File: src/rtl/core/gbfp_pkg.sv
// shared types, constants and codes of the binary frame parser
`timescale 1ns / 1ps

package gbfp_pkg;

	localparam int WATCH_SLOTS_DEF       = 8;
	localparam int MAX_PAYLOAD_BOUND_DEF = 4096;

	localparam int BYTE_W     = 8;
	localparam int COUNT_W    = 13;
	localparam int LEN_W      = 16;
	localparam int CFG_IDX_W  = 1;
	localparam int CFG_DATA_W = 13;
	localparam int S_DATA_W   = 24;
	localparam int M_DATA_W   = 48;

	localparam logic [7:0] SYNC_FIRST  = 8'hB5;
	localparam logic [7:0] SYNC_SECOND = 8'h62;

	localparam logic FUNC_BYTE = 1'b0;
	localparam logic FUNC_ARM  = 1'b1;

	localparam logic [CFG_IDX_W-1:0] CFG_ACK_CLASS   = 1'b0;
	localparam logic [CFG_IDX_W-1:0] CFG_MAX_PAYLOAD = 1'b1;

	localparam logic [7:0]         ACK_CLASS_RESET   = 8'd5;
	localparam logic [COUNT_W-1:0] MAX_PAYLOAD_RESET = 13'd256;

	typedef enum logic [3:0] {
		PH_IDLE,
		PH_SYNC2,
		PH_CLASS,
		PH_ID,
		PH_LEN0,
		PH_LEN1,
		PH_PAYLOAD,
		PH_CKA,
		PH_CKB
	} phase_t;

	typedef struct packed {
		logic load_in;
		logic exec;
		logic sum_en;
		logic sync_clr;
		logic ld_class;
		logic ld_id;
		logic ld_len0;
		logic ld_len1;
		logic pay_take;
		logic res_bad;
		logic res_ok;
		logic arm;
	} dp_cmd_t;

	typedef struct packed {
		logic func;
		logic is_sync1;
		logic is_sync2;
		logic len_zero;
		logic at_limit;
		logic last_byte;
		logic cka_ok;
		logic ckb_ok;
	} dp_stat_t;

	typedef struct packed {
		logic       frame_done;
		logic       checksum_bad;
		logic [7:0] frame_class;
		logic [7:0] frame_id;
		logic       ack_hit;
		logic [7:0] ack_class;
		logic [7:0] ack_msg_id;
		logic [7:0] ack_kind;
		logic       table_full;
	} result_t;

endpackage

File: src/rtl/core/gbfp_ctrl.sv
// frame phase state machine and item handshake control
`timescale 1ns / 1ps

module gbfp_ctrl (
	input  logic               clk,
	input  logic               arst_n,
	input  logic               s_tvalid,
	output logic               s_tready,
	output logic               m_tvalid,
	input  logic               m_tready,
	input  gbfp_pkg::dp_stat_t stat,
	output gbfp_pkg::dp_cmd_t  cmd
);
	import gbfp_pkg::*;

	phase_t phase_q;
	phase_t phase_d;
	logic   busy_q;
	logic   out_valid_q;
	logic   exec;

	assign s_tready = ~busy_q;
	assign m_tvalid = out_valid_q;
	assign exec     = busy_q & (~out_valid_q | m_tready);

	always_ff @(posedge clk or negedge arst_n) begin
		if (!arst_n) begin
			phase_q     <= PH_IDLE;
			busy_q      <= 1'b0;
			out_valid_q <= 1'b0;
		end else begin
			phase_q <= phase_d;
			if (s_tvalid && !busy_q) begin
				busy_q <= 1'b1;
			end else if (exec) begin
				busy_q <= 1'b0;
			end
			if (exec) begin
				out_valid_q <= 1'b1;
			end else if (m_tready) begin
				out_valid_q <= 1'b0;
			end
		end
	end

	// next phase
	always_comb begin
		phase_d = phase_q;
		if (exec && stat.func == FUNC_BYTE) begin
			if (stat.is_sync1) begin
				phase_d = PH_SYNC2;
			end else begin
				case (phase_q)
					PH_SYNC2:   phase_d = stat.is_sync2 ? PH_CLASS : PH_IDLE;
					PH_CLASS:   phase_d = PH_ID;
					PH_ID:      phase_d = PH_LEN0;
					PH_LEN0:    phase_d = PH_LEN1;
					PH_LEN1:    phase_d = stat.len_zero ? PH_CKA : PH_PAYLOAD;
					PH_PAYLOAD: begin
						if (stat.at_limit) begin
							phase_d = PH_IDLE;
						end else if (stat.last_byte) begin
							phase_d = PH_CKA;
						end
					end
					PH_CKA:     phase_d = stat.cka_ok ? PH_CKB : PH_IDLE;
					PH_CKB:     phase_d = PH_IDLE;
					default:    phase_d = PH_IDLE;
				endcase
			end
		end
	end

	// datapath commands
	always_comb begin
		cmd         = '0;
		cmd.load_in = s_tvalid & ~busy_q;
		cmd.exec    = exec;
		if (exec) begin
			if (stat.func == FUNC_ARM) begin
				cmd.arm = 1'b1;
			end else if (!stat.is_sync1) begin
				case (phase_q)
					PH_SYNC2:   cmd.sync_clr = stat.is_sync2;
					PH_CLASS: begin
						cmd.sum_en   = 1'b1;
						cmd.ld_class = 1'b1;
					end
					PH_ID: begin
						cmd.sum_en = 1'b1;
						cmd.ld_id  = 1'b1;
					end
					PH_LEN0: begin
						cmd.sum_en  = 1'b1;
						cmd.ld_len0 = 1'b1;
					end
					PH_LEN1: begin
						cmd.sum_en  = 1'b1;
						cmd.ld_len1 = 1'b1;
					end
					PH_PAYLOAD: begin
						cmd.sum_en   = 1'b1;
						cmd.pay_take = ~stat.at_limit;
					end
					PH_CKA:     cmd.res_bad = ~stat.cka_ok;
					PH_CKB: begin
						cmd.res_ok  = stat.ckb_ok;
						cmd.res_bad = ~stat.ckb_ok;
					end
					default:    cmd.sum_en = 1'b0;
				endcase
			end
		end
	end

endmodule

File: src/rtl/core/gbfp_dp.sv
// datapath: checksums, frame fields, watch table and result register
`timescale 1ns / 1ps

module gbfp_dp #(
	parameter int WATCH_SLOTS       = gbfp_pkg::WATCH_SLOTS_DEF,
	parameter int MAX_PAYLOAD_BOUND = gbfp_pkg::MAX_PAYLOAD_BOUND_DEF
) (
	input  logic                                clk,
	input  logic                                arst_n,
	input  logic                                cfg_we,
	input  logic [gbfp_pkg::CFG_IDX_W-1:0]      cfg_index,
	input  logic [gbfp_pkg::CFG_DATA_W-1:0]     cfg_wdata,
	input  logic                                in_func,
	input  logic [7:0]                          in_rx_byte,
	input  logic [7:0]                          in_watch_class,
	input  logic [7:0]                          in_watch_id,
	input  gbfp_pkg::dp_cmd_t                   cmd,
	output gbfp_pkg::dp_stat_t                  stat,
	output gbfp_pkg::result_t                   res
);
	import gbfp_pkg::*;

	localparam logic [16:0] BOUND = 17'(MAX_PAYLOAD_BOUND);

	logic               func_q;
	logic [7:0]         byte_q;
	logic [7:0]         wcls_q;
	logic [7:0]         wid_q;
	logic [7:0]         ack_code_q;
	logic [COUNT_W-1:0] max_pay_q;
	logic [7:0]         sum_a_q;
	logic [7:0]         sum_b_q;
	logic [7:0]         cls_q;
	logic [7:0]         id_q;
	logic [LEN_W-1:0]   len_q;
	logic [COUNT_W-1:0] cnt_q;
	logic [7:0]         first_q [2];
	logic [WATCH_SLOTS-1:0] armed_q;
	logic [7:0]         slot_cls_q [WATCH_SLOTS];
	logic [7:0]         slot_id_q [WATCH_SLOTS];
	result_t            res_q;
	result_t            res_d;

	logic [7:0]  sum_a_n;
	logic [7:0]  sum_b_n;
	logic [16:0] max_ext;
	logic [16:0] limit;
	logic [16:0] cnt_inc;

	logic [WATCH_SLOTS-1:0] arm_cand;
	logic [WATCH_SLOTS-1:0] arm_first;
	logic [WATCH_SLOTS-1:0] armed_arm_n;
	logic [WATCH_SLOTS-1:0] hit;
	logic [WATCH_SLOTS-1:0] hit_first;
	logic                   ack_frame;
	logic                   ack_match;

	assign sum_a_n = sum_a_q + byte_q;
	assign sum_b_n = sum_b_q + sum_a_n;
	assign max_ext = 17'(max_pay_q);
	assign limit   = (max_ext > BOUND) ? BOUND : max_ext;
	assign cnt_inc = 17'(cnt_q) + 17'd1;

	always_comb begin
		stat           = '0;
		stat.func      = func_q;
		stat.is_sync1  = (byte_q == SYNC_FIRST);
		stat.is_sync2  = (byte_q == SYNC_SECOND);
		stat.len_zero  = (byte_q == 8'd0) && (len_q[7:0] == 8'd0);
		stat.at_limit  = (17'(cnt_q) >= limit);
		stat.last_byte = (cnt_inc >= 17'(len_q));
		stat.cka_ok    = (sum_a_q == byte_q);
		stat.ckb_ok    = (sum_b_q == byte_q);
	end

	// arming: first free or same-key slot takes the key, later same-key slots drop
	always_comb begin
		logic found;
		found       = 1'b0;
		arm_first   = '0;
		armed_arm_n = armed_q;
		for (int i = 0; i < WATCH_SLOTS; i++) begin
			arm_cand[i] = ~armed_q[i] | ((slot_cls_q[i] == wcls_q) && (slot_id_q[i] == wid_q));
			if (arm_cand[i]) begin
				arm_first[i]   = ~found;
				armed_arm_n[i] = ~found;
				found          = 1'b1;
			end
		end
	end

	// acknowledge lookup: first armed slot matching payload bytes 0 and 1
	always_comb begin
		logic found;
		found     = 1'b0;
		hit_first = '0;
		for (int i = 0; i < WATCH_SLOTS; i++) begin
			hit[i] = armed_q[i] && (slot_cls_q[i] == first_q[0]) && (slot_id_q[i] == first_q[1]);
			if (hit[i] && !found) begin
				hit_first[i] = 1'b1;
				found        = 1'b1;
			end
		end
	end

	assign ack_frame = (cls_q == ack_code_q);
	assign ack_match = cmd.res_ok & ack_frame & (|hit);

	always_comb begin
		res_d = '0;
		if (cmd.res_ok) begin
			res_d.frame_done  = 1'b1;
			res_d.frame_class = cls_q;
			res_d.frame_id    = id_q;
		end
		if (ack_match) begin
			res_d.ack_hit    = 1'b1;
			res_d.ack_class  = first_q[0];
			res_d.ack_msg_id = first_q[1];
			res_d.ack_kind   = id_q;
		end
		res_d.checksum_bad = cmd.res_bad;
		if (cmd.arm) begin
			res_d.table_full = ~(|arm_cand);
		end
	end

	always_ff @(posedge clk) begin
		if (cmd.load_in) begin
			func_q <= in_func;
			byte_q <= in_rx_byte;
			wcls_q <= in_watch_class;
			wid_q  <= in_watch_id;
		end
		if (cmd.pay_take && cnt_q < COUNT_W'(2)) begin
			first_q[cnt_q[0]] <= byte_q;
		end
		for (int i = 0; i < WATCH_SLOTS; i++) begin
			if (cmd.arm && arm_first[i]) begin
				slot_cls_q[i] <= wcls_q;
				slot_id_q[i]  <= wid_q;
			end
		end
		if (cmd.exec) begin
			res_q <= res_d;
		end
	end

	always_ff @(posedge clk or negedge arst_n) begin
		if (!arst_n) begin
			ack_code_q <= ACK_CLASS_RESET;
			max_pay_q  <= MAX_PAYLOAD_RESET;
			sum_a_q    <= '0;
			sum_b_q    <= '0;
			cls_q      <= '0;
			id_q       <= '0;
			len_q      <= '0;
			cnt_q      <= '0;
			armed_q    <= '0;
		end else begin
			if (cfg_we) begin
				case (cfg_index)
					CFG_ACK_CLASS:   ack_code_q <= cfg_wdata[7:0];
					CFG_MAX_PAYLOAD: max_pay_q  <= cfg_wdata;
					default:         ack_code_q <= ack_code_q;
				endcase
			end
			if (cmd.sync_clr) begin
				sum_a_q <= '0;
				sum_b_q <= '0;
				cnt_q   <= '0;
			end else if (cmd.sum_en) begin
				sum_a_q <= sum_a_n;
				sum_b_q <= sum_b_n;
			end
			if (cmd.ld_class) begin
				cls_q <= byte_q;
			end
			if (cmd.ld_id) begin
				id_q <= byte_q;
			end
			if (cmd.ld_len0) begin
				len_q <= {8'd0, byte_q};
			end
			if (cmd.ld_len1) begin
				len_q <= {byte_q, len_q[7:0]};
			end
			if (cmd.pay_take) begin
				cnt_q <= cnt_q + COUNT_W'(1);
			end
			if (cmd.arm) begin
				armed_q <= armed_arm_n;
			end else if (ack_match) begin
				armed_q <= armed_q & ~hit_first;
			end
		end
	end

	assign res = res_q;

endmodule

File: src/rtl/core/gnss_binary_frame_parser_unit.sv
// top level of the binary frame parser with acknowledge watch table
// an accepted item is captured, then executed, and its result is registered onto m_tvalid
// one item in flight: s_tready stays low from capture until the controller executes the item
// a stalled m_tready holds the result and keeps the next item waiting in its capture register
// reset: parser idle, sums and counts zero, all watch slots disarmed, registers 5 and 256
// slot keys and payload bytes 0 and 1 are not reset and need no clearing pass
`timescale 1ns / 1ps

module gnss_binary_frame_parser_unit #(
	parameter int WATCH_SLOTS       = gbfp_pkg::WATCH_SLOTS_DEF,
	parameter int MAX_PAYLOAD_BOUND = gbfp_pkg::MAX_PAYLOAD_BOUND_DEF
) (
	input  logic                            clk,
	input  logic                            arst_n,
	input  logic                            s_tvalid,
	output logic                            s_tready,
	// rx_byte, watch_class, watch_id
	input  logic [gbfp_pkg::S_DATA_W-1:0]   s_tdata,
	// func
	input  logic                            s_tuser,
	output logic                            m_tvalid,
	input  logic                            m_tready,
	// frame_done, checksum_bad, frame_class, frame_id, ack_hit, ack_class,
	// ack_msg_id, ack_kind, table_full, zero fill
	output logic [gbfp_pkg::M_DATA_W-1:0]   m_tdata,
	input  logic                            cfg_we,
	input  logic [gbfp_pkg::CFG_IDX_W-1:0]  cfg_index,
	input  logic [gbfp_pkg::CFG_DATA_W-1:0] cfg_wdata
);
	import gbfp_pkg::*;

	dp_cmd_t  cmd;
	dp_stat_t stat;
	result_t  res;

	gbfp_ctrl u_ctrl (
		.clk      (clk),
		.arst_n   (arst_n),
		.s_tvalid (s_tvalid),
		.s_tready (s_tready),
		.m_tvalid (m_tvalid),
		.m_tready (m_tready),
		.stat     (stat),
		.cmd      (cmd)
	);

	gbfp_dp #(
		.WATCH_SLOTS       (WATCH_SLOTS),
		.MAX_PAYLOAD_BOUND (MAX_PAYLOAD_BOUND)
	) u_dp (
		.clk            (clk),
		.arst_n         (arst_n),
		.cfg_we         (cfg_we),
		.cfg_index      (cfg_index),
		.cfg_wdata      (cfg_wdata),
		.in_func        (s_tuser),
		.in_rx_byte     (s_tdata[7:0]),
		.in_watch_class (s_tdata[15:8]),
		.in_watch_id    (s_tdata[23:16]),
		.cmd            (cmd),
		.stat           (stat),
		.res            (res)
	);

	assign m_tdata = {4'd0, res.table_full, res.ack_kind, res.ack_msg_id, res.ack_class,
		res.ack_hit, res.frame_id, res.frame_class, res.checksum_bad, res.frame_done};

	a_one_item_in_flight: assert property (@(posedge clk) disable iff (!arst_n)
		(s_tvalid && s_tready) |=> !s_tready)
		else $error("item accepted while previous item still executing");

	a_done_bad_exclusive: assert property (@(posedge clk) disable iff (!arst_n)
		m_tvalid |-> !(res.frame_done && res.checksum_bad))
		else $error("frame reported both passed and failed");

	a_hit_needs_frame: assert property (@(posedge clk) disable iff (!arst_n)
		(m_tvalid && res.ack_hit) |-> res.frame_done)
		else $error("acknowledge hit without a completed frame");

	a_full_only_on_arm: assert property (@(posedge clk) disable iff (!arst_n)
		(m_tvalid && res.table_full) |-> (!res.frame_done && !res.checksum_bad))
		else $error("table full flagged on a received byte");

endmodule
File: config.mk
export PLATFORM = sky130hd
export DESIGN_NAME = gnss_binary_frame_parser_unit
export DESIGN_NICKNAME = d
export VERILOG_FILES = /design/src/rtl/core/gbfp_pkg.sv /design/src/rtl/core/gbfp_ctrl.sv /design/src/rtl/core/gbfp_dp.sv /design/src/rtl/core/gnss_binary_frame_parser_unit.sv
export SDC_FILE = /design/constraint.sdc
export NUM_CORES = 1
export LEC_CHECK = 0
export BUFFER_PORTS_ARGS = -buffer_cell sky130_fd_sc_hd__buf_2
export CAP_MARGIN = 5
export CORE_UTILIZATION = 49
export CTS_CLUSTER_DIAMETER = 200
export DETAILED_ROUTE_END_ITERATION = 6
export PLACE_DENSITY = 0.78
export SYNTH_ARGS = -nofsm -noshare
export SYNTH_HDL_FRONTEND = slang
export SYNTH_SLANG_ARGS = --single-unit
File: constraint.sdc
create_clock -name clk -period 5.6 [get_ports clk]
set_input_delay 1.12 -clock clk [delete_from_list [all_inputs] [get_ports clk]]
set_output_delay 1.12 -clock clk [all_outputs]
set_load 0.02 [all_outputs]
==> impl_metrics.csv <==
group,metric,value,unit
sta,slew_violations,0,
logic_synthesis,yosysUniqueCellTypes,67,
sta,finalCriticalPeriod,3.66,ns
sta,skew,0.0112,ns
pwr,p_leak,6.56,nW
routing,drt_iter0_drc,883,
sta,setup_viol,0,
critical_path,cp_common_cell,"o22ai_1",
logic_synthesis,yosys_most_used_dff,"edfxtp_1",
floorplan,fp.dieArea,32400,um2
clock_tree,cts.sinks,309,
clock_tree,cts_root_buffer,"clkbuf_16",
clock_tree,clock_latency,0.51,ns
grt,grt.busiest_layer,"met2",
floorplan,initial_core_util,50.2,%
sta,fmax,0.273,GHz
placement,dp.cells,1681,
final_layout,drive_gt1_share,17.1,%
critical_path,cp_max_fo,35,
floorplan,rows,64,
grt,grtUsageMet1,33.0,%
routing,drtPass1Iterations,7,
clock_tree,cts.clk_slew.worst_paths,0.06,ns
placement,dp_hpwl,25100,um
grt,grt_use_met3,3.46,%
routing,drcViolationCount,8,
final_layout,syn2layout_area_growth,12.3,%
logic_synthesis,ys_ff_latch,309,
grt,grt_max_degree,60,
logic_synthesis,synthAdderAreaFrac,3.64,%
floorplan,io_pins,94,
clock_tree,cts_resized,0,
floorplan,die_w,180,um
sta,worst_pin_slew,1.24,ns
logic_synthesis,synth_area_leaders,"edfxtp_1, dfrtp_1, xnor2_1, xor2_1, ha_1",
final_layout,final_nets,1410,
run_status,status,"finished with violations",
critical_path,critPathBufInv,0,
critical_path,arrival,4.06,ns
logic_synthesis,synth-edff-count,213,
logic_synthesis,yosys-top-cells-count,"edfxtp_1, xnor2_1, dfrtp_1, xor2_1, nand2_1",
logic_synthesis,syn_area_per_cell,12.6,um2
sta,rsz0062_at_grt,"no",
sta,hold_violations,0,
logic_synthesis,synth_most_common_cell,"edfxtp_1",
grt,grt_use_total,22.8,%
grt,met2_usage,35.5,%
routing,drt-total-wl,36500,um
routing,ant_nets,0,
logic_synthesis,synthMuxAreaShare,2.76,%
critical_path,critPathSlowestCell,"edfxtp_1",
final_layout,fillers,2528,
grt,grt_pass1_wl,56900,um
sta,slew_headroom,16.6,%
grt,grt_pass1_vias,9969,
critical_path,cp-end-kind,"flop",
final_layout,insertedDiodeCount,0,
pwr,ir_drop,0.214,mV
logic_synthesis,yosysSeqAreaShare,56.7,%
logic_synthesis,synth_area,15500,um2
floorplan,core_area,30900,um2
clock_tree,ctsHtreeMaxLevel,2,
logic_synthesis,synthArstFlopShare,31.1,%
logic_synthesis,synthCells,1229,
grt,grt.overflow.total,0,
sta,post-route-period-util,65.4,%
logic_synthesis,synthSimpleGateAreaFrac,11.8,%
critical_path,critical_path.top_delay_family,"compound AO/OA/AOI/OAI gates",
logic_synthesis,synth_top_family_by_area,"XOR/XNOR gates",
placement,place_congestion,0.882,
logic_synthesis,synth_compound_area_share,5.68,%
run,maxCapViolations,0,
routing,wl_per_cell,20.9,um
final_layout,final_cell_count_no_fill,1743,
logic_synthesis,synth_top_area_cell,"edfxtp_1",
floorplan,die_y,180,um
routing,viasPerCell,5.82,
grt,antenna_found_initial,0,
pwr,powerDensity,422,nW/um2
logic_synthesis,synth_top_area_share,41.2,%
critical_path,max_stage_delay,0.89,ns
clock_tree,ctsLongestPathBuffers,3,
clock_tree,cts_tree,"yes",
logic_synthesis,synth-xor-area-share,16.6,%
critical_path,cp-start-kind,"flop",
critical_path,path_class,"reg2reg",
clock_tree,postCtsSetupBuffers,0,
routing,num_vias,10100,
logic_synthesis,yosysWarnings,0,
clock_tree,cts_hold_buf,0,
critical_path,cp.required,6.00,ns
placement,port_buffers,89,
critical_path,crit_chain,"xor2_1 > nor4_1 > nand4_1 > o22ai_1 > nor4_2 > a41oi_4 > o22ai_1 > a21o_1",
min_path,min_path_type,"reg2reg",
clock_tree,numCtsBuffers,34,
sta,tns,0,ns
run_status,violations,"DRC",
[layout make-up]
class	count	area, um2	area share [%]
clock buffer	44	930	5.33
inverter	29	109	0.625
sequential	309	8800	50.5
tap	396	495	2.84
multi-input combinational	831	6320	36.2
timing repair buffer	117	658	3.78
clock inverter	17	116	0.668
[worst paths after layout]
path | from | to | slack (ns) | cells past startpoint
setup reg to reg | u_dp.first_q[0][3] | u_dp.armed_q[2] | 1.94 | 8
min in group asynchronous | arst_n | u_dp.len_q[9] | 0.69 | 1
max in group asynchronous | arst_n | u_dp.sum_a_q[6] | 3.90 | 2
setup / recovery | u_dp.first_q[0][3] | u_dp.armed_q[2] | 1.94 | 8
hold / removal | u_dp.len_q[15] | u_dp.len_q[15] | 0.50 | 2
hold reg to reg | u_dp.len_q[15] | u_dp.len_q[15] | 0.50 | 2
[state kept, by name, summed over array words and instances, names as in the netlist]
name and cells:
u_dp.cnt_q 13, u_ctrl.busy_q 1, u_dp.res 44, u_dp.id_q 8, u_dp.cls_q 8, u_ctrl.phase_q 4, u_ctrl.m_tvalid 1, u_dp.wid_q 8
u_dp.max_pay_q 13, u_dp.ack_code_q 8, u_dp.sum_b_q 8, u_dp.slot_id_q 64, u_dp.func_q 1, u_dp.armed_q 8, u_dp.first_q 16, u_dp.sum_a_q 8
u_dp.byte_q 8, u_dp.slot_cls_q 64, u_dp.len_q 16, u_dp.wcls_q 8
[cells by family (layout without fill, tap and decap cells)]
kind of cell | after synthesis | count (layout)
other | 1 | 4
AND/OR/NAND/NOR | 332 | 332
AO/OA/AOI/OAI | 119 | 119
XOR/XNOR | 294 | 294
adder cells (fa/ha/maj) | 44 | 44
multiplexers | 38 | 38
buffers and inverters | 92 | 207
flip-flops | 309 | 309
[placed cells by master, fill, tap and decap left out, types with 9 or more instances in the layout]
cell type	instances
nand4_1	53
nor2b_1	9
inv_1	29
edfxtp_1	213
nor3_1	14
buf_4	29
a21o_1	14
nand3_1	23
buf_2	88
xor2_1	93
nand2_1	81
and2_1	43
mux2_2	38
and3_1	10
o21ai_0	29
xnor2_1	201
nor4_1	32
a32o_1	13
dfrtp_1	93
ha_1	42
nor2_1	30
a21oi_1	15
clkbuf_16	35
[report_power, final]
part | internal (W) | leakage, nW | switching (W)
registers | 0.00290 | 3.16 | 0.000403
logic | 0.000819 | 2.89 | 0.00113
clock network | 0.00122 | 0.513 | 0.000885
[worst reg2reg max path, stage by stage, from the launching register on]
cell and delay (ns):
edfxtp_1 0.89, xor2_1 0.16, nor4_1 0.47, nand4_1 0.25, o22ai_1 0.47, nor4_2 0.14, a41oi_4 0.75, o22ai_1 0.21
a21o_1 0.21
[through the flow]
| step | cell area [um2] | hold slack (ns) | setup slack, ns | util [%] | total power, W |
|---|---|---|---|---|---|
| 3_5_place_dp | 16400 | 0.476 | 1.60 | 53.0 | 0.00527 |
| 5_1_grt | 17400 | 0.513 | 1.75 | 56.4 | 0.00771 |
| 2_1_floorplan | 15500 | 0.443 | 0.426 | - | 0.00465 |
| 4_1_cts | 17400 | 0.493 | 2.03 | 56.4 | 0.00737 |
| 3_3_place_gp | 16400 | 0.462 | 1.68 | 53.0 | 0.00518 |
| 6_report | 17400 | 0.496 | 1.94 | 56.4 | 0.00736 |
[metal layers]
metal / wire length [um] / part of all wire (%)
met1: 16300 / 45
met5: 0 / 0
met2: 16500 / 45
met3: 2860 / 7.8
met4: 782 / 2.1
Note: power is estimated with default switching activity, not from simulation.
